`config.mk`:
```
export PLATFORM = sky130hd
export DESIGN_NAME = gamepad_frame_hold_timeout_core
export DESIGN_NICKNAME = d
export VERILOG_FILES = /design/src/rtl/gfht_pkg.sv /design/src/rtl/gfht_qualify.sv /design/src/rtl/gamepad_frame_hold_timeout_core.sv
export SDC_FILE = /design/constraint.sdc
export NUM_CORES = 1
export LEC_CHECK = 0
export BUFFER_PORTS_ARGS = -buffer_cell sky130_fd_sc_hd__buf_2
export CAP_MARGIN = 20
export CORE_MARGIN = 3
export CORE_UTILIZATION = 55
export CTS_CLUSTER_SIZE = 24
export DETAILED_ROUTE_END_ITERATION = 8
export PLACE_DENSITY = 0.79
export SLEW_MARGIN = 5
export SYNTH_ARGS = -nofsm -noshare
export SYNTH_HDL_FRONTEND = slang
export SYNTH_SLANG_ARGS = --single-unit
```
`constraint.sdc`:
```
create_clock -name clk -period 6.2 [get_ports clk]
set_input_delay 0 -clock clk [delete_from_list [all_inputs] [get_ports clk]]
set_output_delay 0 -clock clk [all_outputs]
set_load 0.005 [all_outputs]
```
`src/rtl/gfht_pkg.sv`:
```
package gfht_pkg;

  // Controller ID codes.
  localparam logic [7:0] ID_ANALOG = 8'h73;
  localparam logic [7:0] ID_DIGITAL = 8'h41;
  localparam logic [7:0] ID_CONFIG = 8'h20;
  localparam logic [7:0] ID_FAULT = 8'hFF;

  // Neutral values and register defaults.
  localparam logic [7:0] STICK_CENTER = 8'd128;
  localparam logic [7:0] BUTTONS_IDLE = 8'hFF;
  localparam logic [7:0] LIMIT_RESET = 8'd10;
  localparam logic [7:0] COUNT_MAX = 8'hFF;

  // One received poll frame, in receive order.
  typedef struct packed {
    logic [7:0] left_y;
    logic [7:0] left_x;
    logic [7:0] right_y;
    logic [7:0] right_x;
    logic [7:0] buttons_high;
    logic [7:0] buttons_low;
    logic [7:0] header_byte;
    logic [7:0] mode_id;
  } poll_frame_t;

  // The part of a frame that reaches the output and is kept between frames.
  typedef struct packed {
    logic [7:0] left_y;
    logic [7:0] left_x;
    logic [7:0] right_y;
    logic [7:0] right_x;
    logic [7:0] buttons_high;
    logic [7:0] buttons_low;
  } pad_bytes_t;

  // One qualified result item.
  typedef struct packed {
    logic        disconnected;
    logic        data_held;
    logic        reinit_request;
    logic [7:0]  out_right_y;
    logic [7:0]  out_right_x;
    logic [7:0]  out_left_y;
    logic [7:0]  out_left_x;
    logic [15:0] pressed_mask;
  } pad_result_t;

  // State update produced by the qualifier.
  typedef struct packed {
    logic       empty;
    pad_bytes_t stored_next;
    logic [7:0] missed_count_next;
  } qual_update_t;

  localparam pad_bytes_t NEUTRAL_BYTES = '{
    left_y: STICK_CENTER, left_x: STICK_CENTER,
    right_y: STICK_CENTER, right_x: STICK_CENTER,
    buttons_high: BUTTONS_IDLE, buttons_low: BUTTONS_IDLE
  };

endpackage

```
`src/rtl/gfht_qualify.sv`:
```
module gfht_qualify (
  input  gfht_pkg::poll_frame_t  frame,
  input  gfht_pkg::pad_bytes_t   stored,
  input  logic [7:0]             missed_count,
  input  logic [7:0]             limit,
  output gfht_pkg::pad_result_t  result,
  output gfht_pkg::qual_update_t update
);

  logic                 is_reinit;
  logic                 is_empty;
  logic [7:0]           count_inc;
  logic [7:0]           count_cap;
  logic                 over_limit;
  gfht_pkg::pad_bytes_t used;

  // Classify the frame: a reinit ID is never zero, so it can never be empty.
  assign is_reinit = (frame.mode_id == gfht_pkg::ID_DIGITAL) ||
                     (frame.mode_id == gfht_pkg::ID_CONFIG) ||
                     (frame.mode_id == gfht_pkg::ID_FAULT);
  assign is_empty  = (frame == '0);

  // Saturating missed-frame count and the limit test.
  assign count_inc  = (missed_count == gfht_pkg::COUNT_MAX) ? gfht_pkg::COUNT_MAX
                                                            : missed_count + 8'd1;
  assign count_cap  = (limit == gfht_pkg::COUNT_MAX) ? gfht_pkg::COUNT_MAX
                                                     : limit + 8'd1;
  assign over_limit = count_inc > limit;

  // Choose the bytes that are output and kept.
  always_comb begin
    priority if (is_reinit) begin
      used = gfht_pkg::NEUTRAL_BYTES;
    end else if (is_empty && over_limit) begin
      used = gfht_pkg::NEUTRAL_BYTES;
    end else if (is_empty) begin
      used = stored;
    end else begin
      used = '{
        left_y: frame.left_y, left_x: frame.left_x,
        right_y: frame.right_y, right_x: frame.right_x,
        buttons_high: frame.buttons_high, buttons_low: frame.buttons_low
      };
    end
  end

  // Result item: buttons inverted so that a set bit means pressed.
  assign result.pressed_mask   = ~{used.buttons_high, used.buttons_low};
  assign result.out_left_x     = used.left_x;
  assign result.out_left_y     = used.left_y;
  assign result.out_right_x    = used.right_x;
  assign result.out_right_y    = used.right_y;
  assign result.reinit_request = is_reinit;
  assign result.data_held      = is_empty;
  assign result.disconnected   = is_empty && over_limit;

  // State update.
  assign update.empty             = is_empty;
  assign update.stored_next       = used;
  assign update.missed_count_next = !is_empty  ? 8'd0 :
                                    over_limit ? count_cap : count_inc;

endmodule

```
`src/rtl/gamepad_frame_hold_timeout_core.sv`:
```
// Path: input register, then result register; an item waits in the input register
// while the result register holds an item that m_axis_tready has not drained.
// Throughput: one item per cycle while m_axis_tready drains; the two registers are
// separated by one pass of byte compares and an 8-bit counter update.
// Reset (synchronous, active high): both stages empty, missed count zero, limit 10,
// stored frame buttons released and sticks centered.
module gamepad_frame_hold_timeout_core (
  input  logic        clk,
  input  logic        rst,
  input  logic        cfg_wen,
  input  logic [7:0]  cfg_wdata,       // missed_frame_limit
  input  logic        s_axis_tvalid,
  output logic        s_axis_tready,
  // mode_id, header_byte, buttons_low, buttons_high, right_x, right_y, left_x, left_y
  input  logic [63:0] s_axis_tdata,
  output logic        m_axis_tvalid,
  input  logic        m_axis_tready,
  // pressed_mask, out_left_x, out_left_y, out_right_x, out_right_y
  output logic [47:0] m_axis_tdata,
  // reinit_request, data_held, disconnected
  output logic [2:0]  m_axis_tuser
);

  logic                    in_valid;
  gfht_pkg::poll_frame_t   in_frame;
  logic                    out_valid;
  gfht_pkg::pad_result_t   out_result;
  gfht_pkg::pad_bytes_t    stored;
  logic [7:0]              missed_count;
  logic [7:0]              limit;
  logic                    advance;
  gfht_pkg::pad_result_t   result;
  gfht_pkg::qual_update_t  update;

  // The result register can load when it is empty or being drained.
  assign advance       = in_valid && (!out_valid || m_axis_tready);
  assign s_axis_tready = !in_valid || advance;

  // Limit register.
  always_ff @(posedge clk) begin
    if (rst) begin
      limit <= gfht_pkg::LIMIT_RESET;
    end else if (cfg_wen) begin
      limit <= cfg_wdata;
    end
  end

  // Input register.
  always_ff @(posedge clk) begin
    if (rst) begin
      in_valid <= 1'b0;
    end else if (s_axis_tready) begin
      in_valid <= s_axis_tvalid;
    end
  end

  always_ff @(posedge clk) begin
    if (s_axis_tready && s_axis_tvalid) begin
      in_frame <= gfht_pkg::poll_frame_t'(s_axis_tdata);
    end
  end

  gfht_qualify u_qualify (
    .frame        (in_frame),
    .stored       (stored),
    .missed_count (missed_count),
    .limit        (limit),
    .result       (result),
    .update       (update)
  );

  // Frame history and missed-frame count advance with each item.
  always_ff @(posedge clk) begin
    if (rst) begin
      stored       <= gfht_pkg::NEUTRAL_BYTES;
      missed_count <= 8'd0;
    end else if (advance) begin
      stored       <= update.stored_next;
      missed_count <= update.missed_count_next;
    end
  end

  // Result register.
  always_ff @(posedge clk) begin
    if (rst) begin
      out_valid <= 1'b0;
    end else if (advance) begin
      out_valid <= 1'b1;
    end else if (m_axis_tready) begin
      out_valid <= 1'b0;
    end
  end

  always_ff @(posedge clk) begin
    if (advance) begin
      out_result <= result;
    end
  end

  assign m_axis_tvalid = out_valid;
  assign m_axis_tdata  = {out_result.out_right_y, out_result.out_right_x,
                          out_result.out_left_y, out_result.out_left_x,
                          out_result.pressed_mask};
  assign m_axis_tuser  = {out_result.disconnected, out_result.data_held,
                          out_result.reinit_request};

  // A disconnected result is always a held one.
  a_disc_held: assert property (@(posedge clk) disable iff (rst)
    out_valid |-> (!out_result.disconnected || out_result.data_held))
    else $error("disconnected result without data_held");

  // A reinit frame is never treated as empty.
  a_reinit_not_held: assert property (@(posedge clk) disable iff (rst)
    out_valid |-> !(out_result.reinit_request && out_result.data_held))
    else $error("reinit result marked as held");

  // An empty frame always leaves a nonzero missed count.
  a_count_rises: assert property (@(posedge clk) disable iff (rst)
    (advance && update.empty) |=> (missed_count != 8'd0))
    else $error("missed count zero after empty frame");

  // A non-empty frame clears the count.
  a_count_clears: assert property (@(posedge clk) disable iff (rst)
    (advance && !update.empty) |=> (missed_count == 8'd0))
    else $error("missed count not cleared after good frame");

  // Disconnected results carry centered sticks; left_x and right_y are checked.
  a_disc_center: assert property (@(posedge clk) disable iff (rst)
    (out_valid && out_result.disconnected) |->
      (out_result.out_left_x == gfht_pkg::STICK_CENTER &&
       out_result.out_right_y == gfht_pkg::STICK_CENTER))
    else $error("disconnected result without centered sticks");

endmodule

```
======== Word-level counts from Yosys, hierarchy flattened ========
Index checks and enable logic that the tools add are counted.
cells by class
  add/sub/neg operators ................... 2
  multipliers ............................. 0
  div/mod/pow operators ................... 0
  $lt $le $gt $ge ......................... 1
  equality and inequality tests ........... 5
  shifts and indexed selects .............. 0
  mux-type cells .......................... 9
  bitwise gates (word level) .............. 1
  reductions and logical operators ........ 11
operators with widths
  kind                   count
  $mux W48               3
  $logic_not A64 Y1      1
  $mux W8                4
  $eq A8 B8 Y1 const B   3
  $add A8 B1 Y8 const B  2
  $not A16 Y16           1
  $eq A8 B6 Y1 const B   1
  $eq A8 B7 Y1 const B   1
  $gt A8 B8 Y1           1
  $logic_or A1 B1 Y1     4
  $logic_and A1 B1 Y1    3
  $logic_not A1 Y1       2
  $mux W1                2
  $reduce_bool A2 Y1     1
word-level totals
  flip-flop bits (word level) ............. 181
  latch bits .............................. 0
  memory bits (writable) .................. 0
  bits in read-only memories .............. 0
  input port bits ......................... 77
  output and inout port bits .............. 53
  logic and storage cells ................. 55
  memories ................................ 0

======== Longest topological paths before layout ========
Gate-level depths: netlist of run 1.
  word-level depth ........................ 7
  depth in mapped cells ................... 13
  mapped depth without buffers ............ 11

======== Cells and area by module ========
Synthesis of run 1 repeated with hierarchy kept, for this count alone.
second synthesis, totals
  cell total of the unflattened synthesis .. 653
  area, all modules ....................... 7925.1 um^2
modules (own cells, without submodules)
  module                           instances  cells each  area an instance (um^2)  seq. area each (um^2)
  gamepad_frame_hold_timeout_core  1          394         6244.7                   4774.6
  gfht_qualify                     1          259         1680.4                   0.0

======== Least setup slack after synthesis of run 1 ========
Ideal clock, no wire load.
  path kind ............................... reg-to-reg
  from .................................... register out_valid (netlist: m_axis_tvalid)
  to ...................................... register, netlist name stored[25]
  library setup time ...................... 0.117 ns
  arrival ................................. 4.196 ns
  required time ........................... 6.083 ns
  path slack .............................. 1.887 ns
  stages on the path, launching flop included .. 8
  buffers on the path ..................... 2
  clock period less this slack ............ 4.313 ns
  cells stage by stage .................... dfxtp_1 -> nor2b_1 -> nor2b_1 -> nor2_1 -> a31o_1 -> buf_6 -> buf_6 -> a22o_1
on the way
  word-level cells in the longest chain between the ends .. 3
RTL lines
  what                    line                                   source
  start, declared         gamepad_frame_hold_timeout_core.sv:26  logic out_valid;
  start signal, assigned  gamepad_frame_hold_timeout_core.sv:86  out_valid <= 1'b0;
  start signal, assigned  gamepad_frame_hold_timeout_core.sv:88  out_valid <= 1'b1;
  start signal, assigned  gamepad_frame_hold_timeout_core.sv:90  out_valid <= 1'b0;
  $logic_not A1 Y1        gamepad_frame_hold_timeout_core.sv:36  assign advance = in_valid && (!out_valid || m_axis_tready);
  $logic_or A1 B1 Y1      gamepad_frame_hold_timeout_core.sv:36
  $logic_and A1 B1 Y1     gamepad_frame_hold_timeout_core.sv:36
  via advance             gamepad_frame_hold_timeout_core.sv:31  logic advance;
The timed path passes the listed nets, and every way through them passes these cells.
A chain may end at the register's enable or synchronous reset.

==> results of run 1 <==
## metal layers
metal / GRT usage, % / wire length [um] / up-vias / share of wire [%]
li1: - / - / 2340 / -
met3: 7.87 / 1250 / 44 / 7.0
met5: 0 / 0 / - / 0
met4: 11.2 / 510 / 0 / 2.9
met1: 32.6 / 6780 / 2560 / 38
met2: 46.5 / 9270 / 252 / 52
## cells in the mapped netlist (2+ instances only)
cell / count
a211o_1: 4
a211oi_1: 17
a21oi_1: 36
a22o_1: 28
a31oi_1: 3
and2_1: 5
and3_1: 7
buf_2: 13
buf_4: 2
buf_6: 3
clkbuf_1: 4
dfxtp_1: 66
edfxtp_1: 115
ha_1: 10
inv_1: 11
mux2i_1: 11
nand2_1: 22
nand3_1: 7
nand4_1: 7
nor2_1: 52
nor2b_1: 2
nor4_1: 14
o211ai_1: 2
o21ai_0: 6
o22a_1: 20
o31ai_1: 6
xnor2_1: 4
xor2_1: 3
## registers in the layout, indices dropped and copies added (netlist names)
| name | flops |
|---|---|
| in_valid | 1 |
| missed_count | 8 |
| m_axis_tvalid | 1 |
| limit | 8 |
| m_axis_tdata | 48 |
| m_axis_tuser | 3 |
| stored | 48 |
| in_frame | 64 |
## final timing paths
check	endpoint	depth (start not counted)	slack, ns
min reg2reg	stored[14]	1	0.49
min	in_frame[54]	2	0.28
max reg2reg	m_axis_tdata[31]	11	2.68
max	m_axis_tdata[31]	11	2.68
## worst register-to-register path, stage by stage (launching register included)
cell and delay (ns):
dfxtp_1 0.42, ha_1 0.30, and3_1 0.22, nand2_1 0.15, and2_1 0.21, ha_1 0.28
nand4_1 0.12, o21ai_0 0.33, o31a_1 0.40, o21ai_4 0.18, buf_4 0.34, a211o_1 0.33
## cells in the final DEF (no fill, tap or decap), types with 2 or more instances in the layout
| cell | synthesis | routed |
|---|---|---|
| buf_2 | 13 | 129 |
| edfxtp_1 | 115 | 115 |
| dlygate4sd3_1 | 0 | 91 |
| dfxtp_1 | 66 | 66 |
| nor2_1 | 52 | 52 |
| a21oi_1 | 36 | 36 |
| a22o_1 | 28 | 28 |
| nand2_1 | 22 | 22 |
| o22a_1 | 20 | 20 |
| clkbuf_16 | 0 | 18 |
| a211oi_1 | 17 | 17 |
| nor4_1 | 14 | 14 |
| inv_1 | 11 | 11 |
| mux2i_1 | 11 | 11 |
| ha_1 | 10 | 10 |
| nand4_1 | 7 | 7 |
| nand3_1 | 7 | 7 |
| and3_1 | 7 | 7 |
| o21ai_0 | 6 | 6 |
| o31ai_1 | 6 | 6 |
| a211o_1 | 4 | 4 |
| xnor2_1 | 4 | 4 |
| and2_1 | 5 | 4 |
| bufinv_16 | 0 | 4 |
| buf_4 | 2 | 4 |
| xor2_1 | 3 | 3 |
| inv_6 | 0 | 3 |
| a31oi_1 | 3 | 2 |
| o211ai_1 | 2 | 2 |
| clkinv_2 | 0 | 2 |
| clkinvlp_4 | 0 | 2 |
| buf_8 | 0 | 2 |
## logic make-up after synthesis
group                      Yosys count
AOI/OAI and AO/OA                  127
xor gates and xnor gates             7
adders and majority gates           10
buffers and inverters               34
DFF                                181
muxes                               11
and+or+nand+nor                    127
## through the flow
stage | util, % | setup slack (ns)
2_1_floorplan | - | 1.89
3_3_place_gp | 64.3 | 2.73
3_5_place_dp | 64.4 | 2.66
4_1_cts | 77.8 | 2.61
5_1_grt | 78.0 | 2.45
6_report | 78.0 | 2.68
## power breakdown
part / internal, mW / switching [mW]
Sequential: 1.35 / 0.0384
Combinational: 0.101 / 0.0896
Clock: 0.715 / 0.463
Total: 2.17 / 0.590
## layout make-up
class,count,area [sq um],area share [%]
flip-flops and latches,181,4770,52.3
repair buffers,227,1630,17.8
clock inverters,13,191,2.10
clock buffers,19,464,5.08
multi-input cells,282,1850,20.3
inverters,12,45.0,0.493
well taps,143,179,1.96
## repair_timing
action,CTS,global route
hold buffers,91,0
gates resized for setup,0,0
endpoints found under the hold margin,74,0
==> metrics.md, run 1 <==
| Metric | Value |
|---|---|
| Worst-path cell chain | ha_1, and3_1, nand2_1, and2_1, ha_1, nand4_1, o21ai_0, o31a_1, o21ai_4, buf_4, a211o_1 |
| Post-synthesis mux area share | 1.63% |
| Initial DRC Count | 451 |
| GRT Residual Overflow | 0 |
| Area growth syn-to-layout | 34.8% |
| Fin. max-slew vios | 0 |
| Pin count of the biggest net entering global routing | 65 |
| Post-synth top area share | 51.0% |
| Clock Latency Late Sink | 0.43 ns |
| Setup Fix Bufs, Post-CTS | 0 |
| CP Launch Type | flip-flop |
| Antenna Nets Post-Route | 0 |
| Cells after DPL | 752 |
| Setup TNS | 0 ns |
| Crit path arrival time | 3.71 ns |
| CP dominant cell by count | ha_1 |
| Synth cell types | 45 |
| Post-Syn Nets | 584 |
| RSZ-0062 raised after global routing | no |
| Average instance area after synthesis | 13.6 sq um |
| Simple-gate portion of the synthesized area | 9.14% |
| Antenna cell count | 0 |
| Top_reg_cell synth | edfxtp_1 |
| Die width | 117 um |
| Die Area | 13700 sq um |
| Post-synthesis compound-gate area fraction | 13.4% |
| Finished Cell Area | 9140 sq um |
| Worst EP required | 6.39 ns |
| Buf/Inv on CP | 1 |
| Tot GR Track Use | 27.3% |
| Routed WL | 17800 um |
| Drt pass-1 iters | 5 |
| Vias | 5196 |
| CTS sink count | 181 |
| WL per Instance | 20.3 um |
| Worst-Margin Slew | 0.969 ns |
| Share of cells above drive strength 1 | 24.4% |
| Highest Clock Rate | 284 MHz |
| Largest cells by area after synthesis | edfxtp_1 51%, dfxtp_1 20%, a22o_1 3.6% |
| CTS tree | yes |
| WHS | 0.284 ns |
| Overall power | 2.76 mW |
| Effective utilization at floorplan | 57.9% |
| Crit path from | missed_count[1] |
| Hold Crit Start | s_axis_tdata[54] |
| Async set or reset register ratio after synthesis | 0% |
| Final net count | 808 |
| Period utilization | 56.8% |
| CP max stage cell | dfxtp_1 |
| Boundary Pins | 130 |
| Fin. Hold Viols | 0 |
| DP Area | 7540 sq um |
| Min cycle time layout | 3.52 ns |
| CTS buffer count | 17 |
| Synth Instances | 497 |
| H-tree Lvls | 4 |
| # DRC | 0 |
| Slew Limit Headroom | 35.3% |
| Core ar. | 11700 sq um |
| CTS max path bufs | 2 |
| Register area share after synthesis | 70.5% |
| Post-synthesis cell area | 6780 sq um |
| Via-to-Cell Ratio | 5.92 |
| Port bufs | 129 |
| Initial antenna violation count | 0 |
| IR drop worst, VDD | 256 uV |
| Skew final | 0.0139 ns |
| MaxCap Viol Count | 0 |
| Post-route insts no fill | 877 |
| First-pass GRT wire length | 27900 um |
| Crit path max fanout | 37 |
| Vias in the first global route | 5313 |
| Height of the die | 117 um |
| Core Rows | 39 |
| Clk root buf | clkbuf_16 |
| Post-synth EDFFs | 115 |
| Power density over cell area | 302 nW/um^2 |
| Seq cells post-synth | 181 |
| Endpoint type of the worst setup path | flip-flop |
| Synth Area in XOR/XNOR | 0.905% |
| Outcome | completed |
| Setup-failing EPs final | 0 |
| Number of fill cells | 630 |
| Pleak | 3.62 nW |
| Adder-Cell Fraction of Synth Area | 1.85% |
| Post-detail-place hpwl | 9870 um |
| Ys Warns | 0 |
| Area leader, netlist | edfxtp_1 |
| Worst-path clk slew | 0.07 ns |
| Critical R2R Launch | missed_count[1] |
| Largest family of logic cells by synthesized area | compound AO/OA/AOI/OAI gates |
| HP Class | primary input to flip-flop |
| CP Class | flip-flop to flip-flop |
| CP top delay family | compound AO/OA/AOI/OAI gates |
| CP max stage delay | 0.42 ns |
| GPL Wtd Cong | 0.910 |
Note: power is estimated with default switching activity, not from simulation.
==> run 2, diff against run 1 <==
clock period = 3.5 ns   (was 6.2 ns; I/O delays follow)
==> metrics.md, run 2 (synthesis results as in run 1) <==
| Metric | Value |
|---|---|
| GRT Residual Overflow | 0 (unchanged) |
| Height of the die | 117 um (unchanged) |
| Worst EP required | 3.88 ns (-2.51 ns) |
| GPL Wtd Cong | 0.857 (-5.8%) |
| Fin. Hold Viols | 0 (unchanged) |
| WL per Instance | 20.3 um (about the same) |
| # DRC | 0 (unchanged) |
| Via-to-Cell Ratio | 5.84 (-1.5%) |
| Slew Limit Headroom | 39.9% (+4.5 points) |
| Power density over cell area | 507 nW/um^2 (+68%) |
| Initial antenna violation count | 0 (unchanged) |
| Pleak | 3.63 nW (+0.19%) |
| IR drop worst, VDD | 480 uV (+88%) |
| Worst-path clk slew | 0.07 ns (about the same) |
| Gr busiest metal | met2 |
| CTS sink count | 181 (unchanged) |
| Vias in the first global route | 5329 (+0.30%) |
| Crit path max fanout | 28 (-24%) |
| Antenna Nets Post-Route | 0 (unchanged) |
| Routed WL | 18000 um (+0.81%) |
| Pin count of the biggest net entering global routing | 53 (-18%) |
| Reg power frac | 53.3% (+2.9 points) |
| Net Switching | 1.03 mW (+74%) |
| Period utilization | 94.3% (+37 points) |
| Crit path arrival time | 3.68 ns (-0.03 ns) |
| Met3 Usage GRT | 5.81% (-2.1 points) |
| Final net count | 815 (+0.87%) |
| Commonest cells after routing, fill and taps aside | 129 x buf_2, 115 x edfxtp_1, 92 x dlygate4sd3_1 |
| Core ar. | 11700 sq um (unchanged) |
| Multi-input gate area | 1850 sq um (unchanged) |
| Port bufs | 129 (unchanged) |
| Register bank with the most flops | in_frame |
| Clk pwr share | 39.4% (-3.3 points) |
| Clock Latency Late Sink | 0.44 ns (about the same) |
| Cells on worst reg2reg path | 10 (-1) |
| Most common cell after layout, fill and taps aside | buf_2 |
| Die Area | 13700 sq um (unchanged) |
| Setup TNS | 0 ns (unchanged) |
| Outcome | completed |
| Post-detail-place hpwl | 9940 um (+0.68%) |
| CP max stage delay | 0.62 ns (+0.20 ns) |
| RSZ-0062 raised after global routing | no |
| H-tree Lvls | 4 (unchanged) |
| CP dominant cell by count | ha_1 |
| Buf/Inv on CP | 0 (-1) |
| Sequential cell area | 4770 sq um (unchanged) |
| CP max stage cell | a31o_2 |
| Highest Clock Rate | 303 MHz (+6.7%) |
| Vias | 5159 (-0.71%) |
| Effective utilization at floorplan | 57.9% (unchanged) |
| Setup-failing EPs final | 0 (unchanged) |
| Crit path depth | 10 (-1) |
| Gate power share | 7.3% (+0.4 points) |
| Antenna cell count | 0 (unchanged) |
| Overall power | 4.62 mW (+67%) |
| Tot GR Track Use | 27.5% (+0.20 points) |
| Number of fill cells | 634 (+0.63%) |
| Fin. max-slew vios | 0 (unchanged) |
| Hold Path Stages | 6 (+4) |
| M2 GR Usage | 46.5% (unchanged) |
| Worst-Margin Slew | 0.900 ns (-0.0692 ns) |
| CTS max path bufs | 2 (unchanged) |
| Met1 Track Usage GR | 34.0% (+1.4 points) |
| Boundary Pins | 130 (unchanged) |
| Endpoint type of the worst setup path | flip-flop |
| Clk root buf | clkbuf_16 |
| Drt pass-1 iters | 5 (unchanged) |
| First-pass GRT wire length | 28100 um (+0.59%) |
| Core Rows | 39 (unchanged) |
| Sw Share | 22.3% (+0.90 points) |
| Initial DRC Count | 502 (+11%) |
| Final core utilization | 77.7% (-0.28 points) |
| CP Launch Type | flip-flop |
| Internal | 3.59 mW (+66%) |
| CTS buffer count | 17 (unchanged) |
| Max reg flops | 64 (unchanged) |
| Min cycle time layout | 3.30 ns (-0.222 ns) |
| WHS | 0.259 ns (-0.0245 ns) |
| Worst-path cell chain | ha_1, and3_1, nand2_1, and2_1, ha_1, nand4_1, o21ai_0, o31a_1, a31o_2, a22o_1 |
| Die width | 117 um (unchanged) |
| Share of cells above drive strength 1 | 25.0% (+0.58 points) |
| Skew final | 0.00983 ns (-0.00411 ns) |
| MaxCap Viol Count | 0 (unchanged) |
| CP top delay family | compound AO/OA/AOI/OAI gates |
| HP Class | primary input to flip-flop |
| Area growth syn-to-layout | 34.3% |
| CTS tree | yes |
| CP Class | flip-flop to flip-flop |
## run 2: changes by cell type in the layout (fill, tap and decap cells not counted), sizes merged
| cell | delta |
|---|---|
| buf | +6 |
| bufinv | -3 |
| clkbuf | +1 |
| clkinv | +5 |
| clkinvlp | -2 |
| dlygate4sd3 | +1 |
| inv | -1 |
## run 2: final cells by class
class | count | share of cell area, %
multi-input cells | 282 | 20.4
clock inverters | 12 | 1.11
clock buffers | 20 | 5.02
inverters | 12 | 0.495
flip-flops and latches | 181 | 52.5
well taps | 143 | 1.97
repair buffers | 234 | 18.6
## run 2: worst paths after layout
path                   startpoint         endpoint  slack (ns)
setup reg to reg  missed_count[0]       stored[26]        0.20
setup / recovery  missed_count[0]       stored[26]        0.20
hold reg to reg        stored[28]       stored[28]        0.48
hold / removal      m_axis_tready  missed_count[3]        0.26
## run 2: through the flow
stage	area [sq um]	cells	worst slack (ns)
floorplan	6780	497	0.364
global placement	7580	755	0.302
detailed placement	7580	755	0.112
CTS	9060	879	0.0468
global route	9100	884	0.00963
finish	9100	884	0.199
## run 2: tightest hold or removal path: cells and delay by family
family	cells	cell delay (ns)
buffers and inverters	1	0.08
and+or+nand+nor	4	0.51
AOI/OAI and AO/OA	1	0.06
## run 2: metal layers
metal	share of wire [%]	wire, um
met1	39	6920
met2	51	9210
met3	6.7	1210
met4	3.4	617
met5	0	0
## run 2: power by group through the flow
stage          logic, mW  clock network, mW  registers [mW]
6_report           0.338               1.82            2.46
2_1_floorplan      0.128                  0            2.49
3_3_place_gp       0.226                  0            2.50
3_5_place_dp       0.235                  0            2.50
5_1_grt            0.365               1.90            2.47
4_1_cts            0.319               1.81            2.46
## run 2: repair_timing
action,in CTS,in global routing
resized for setup,0,1
endpoints found under the hold margin,74,0
buffers inserted,0,4
setup endpoints to repair,0,42
hold buffers,92,0
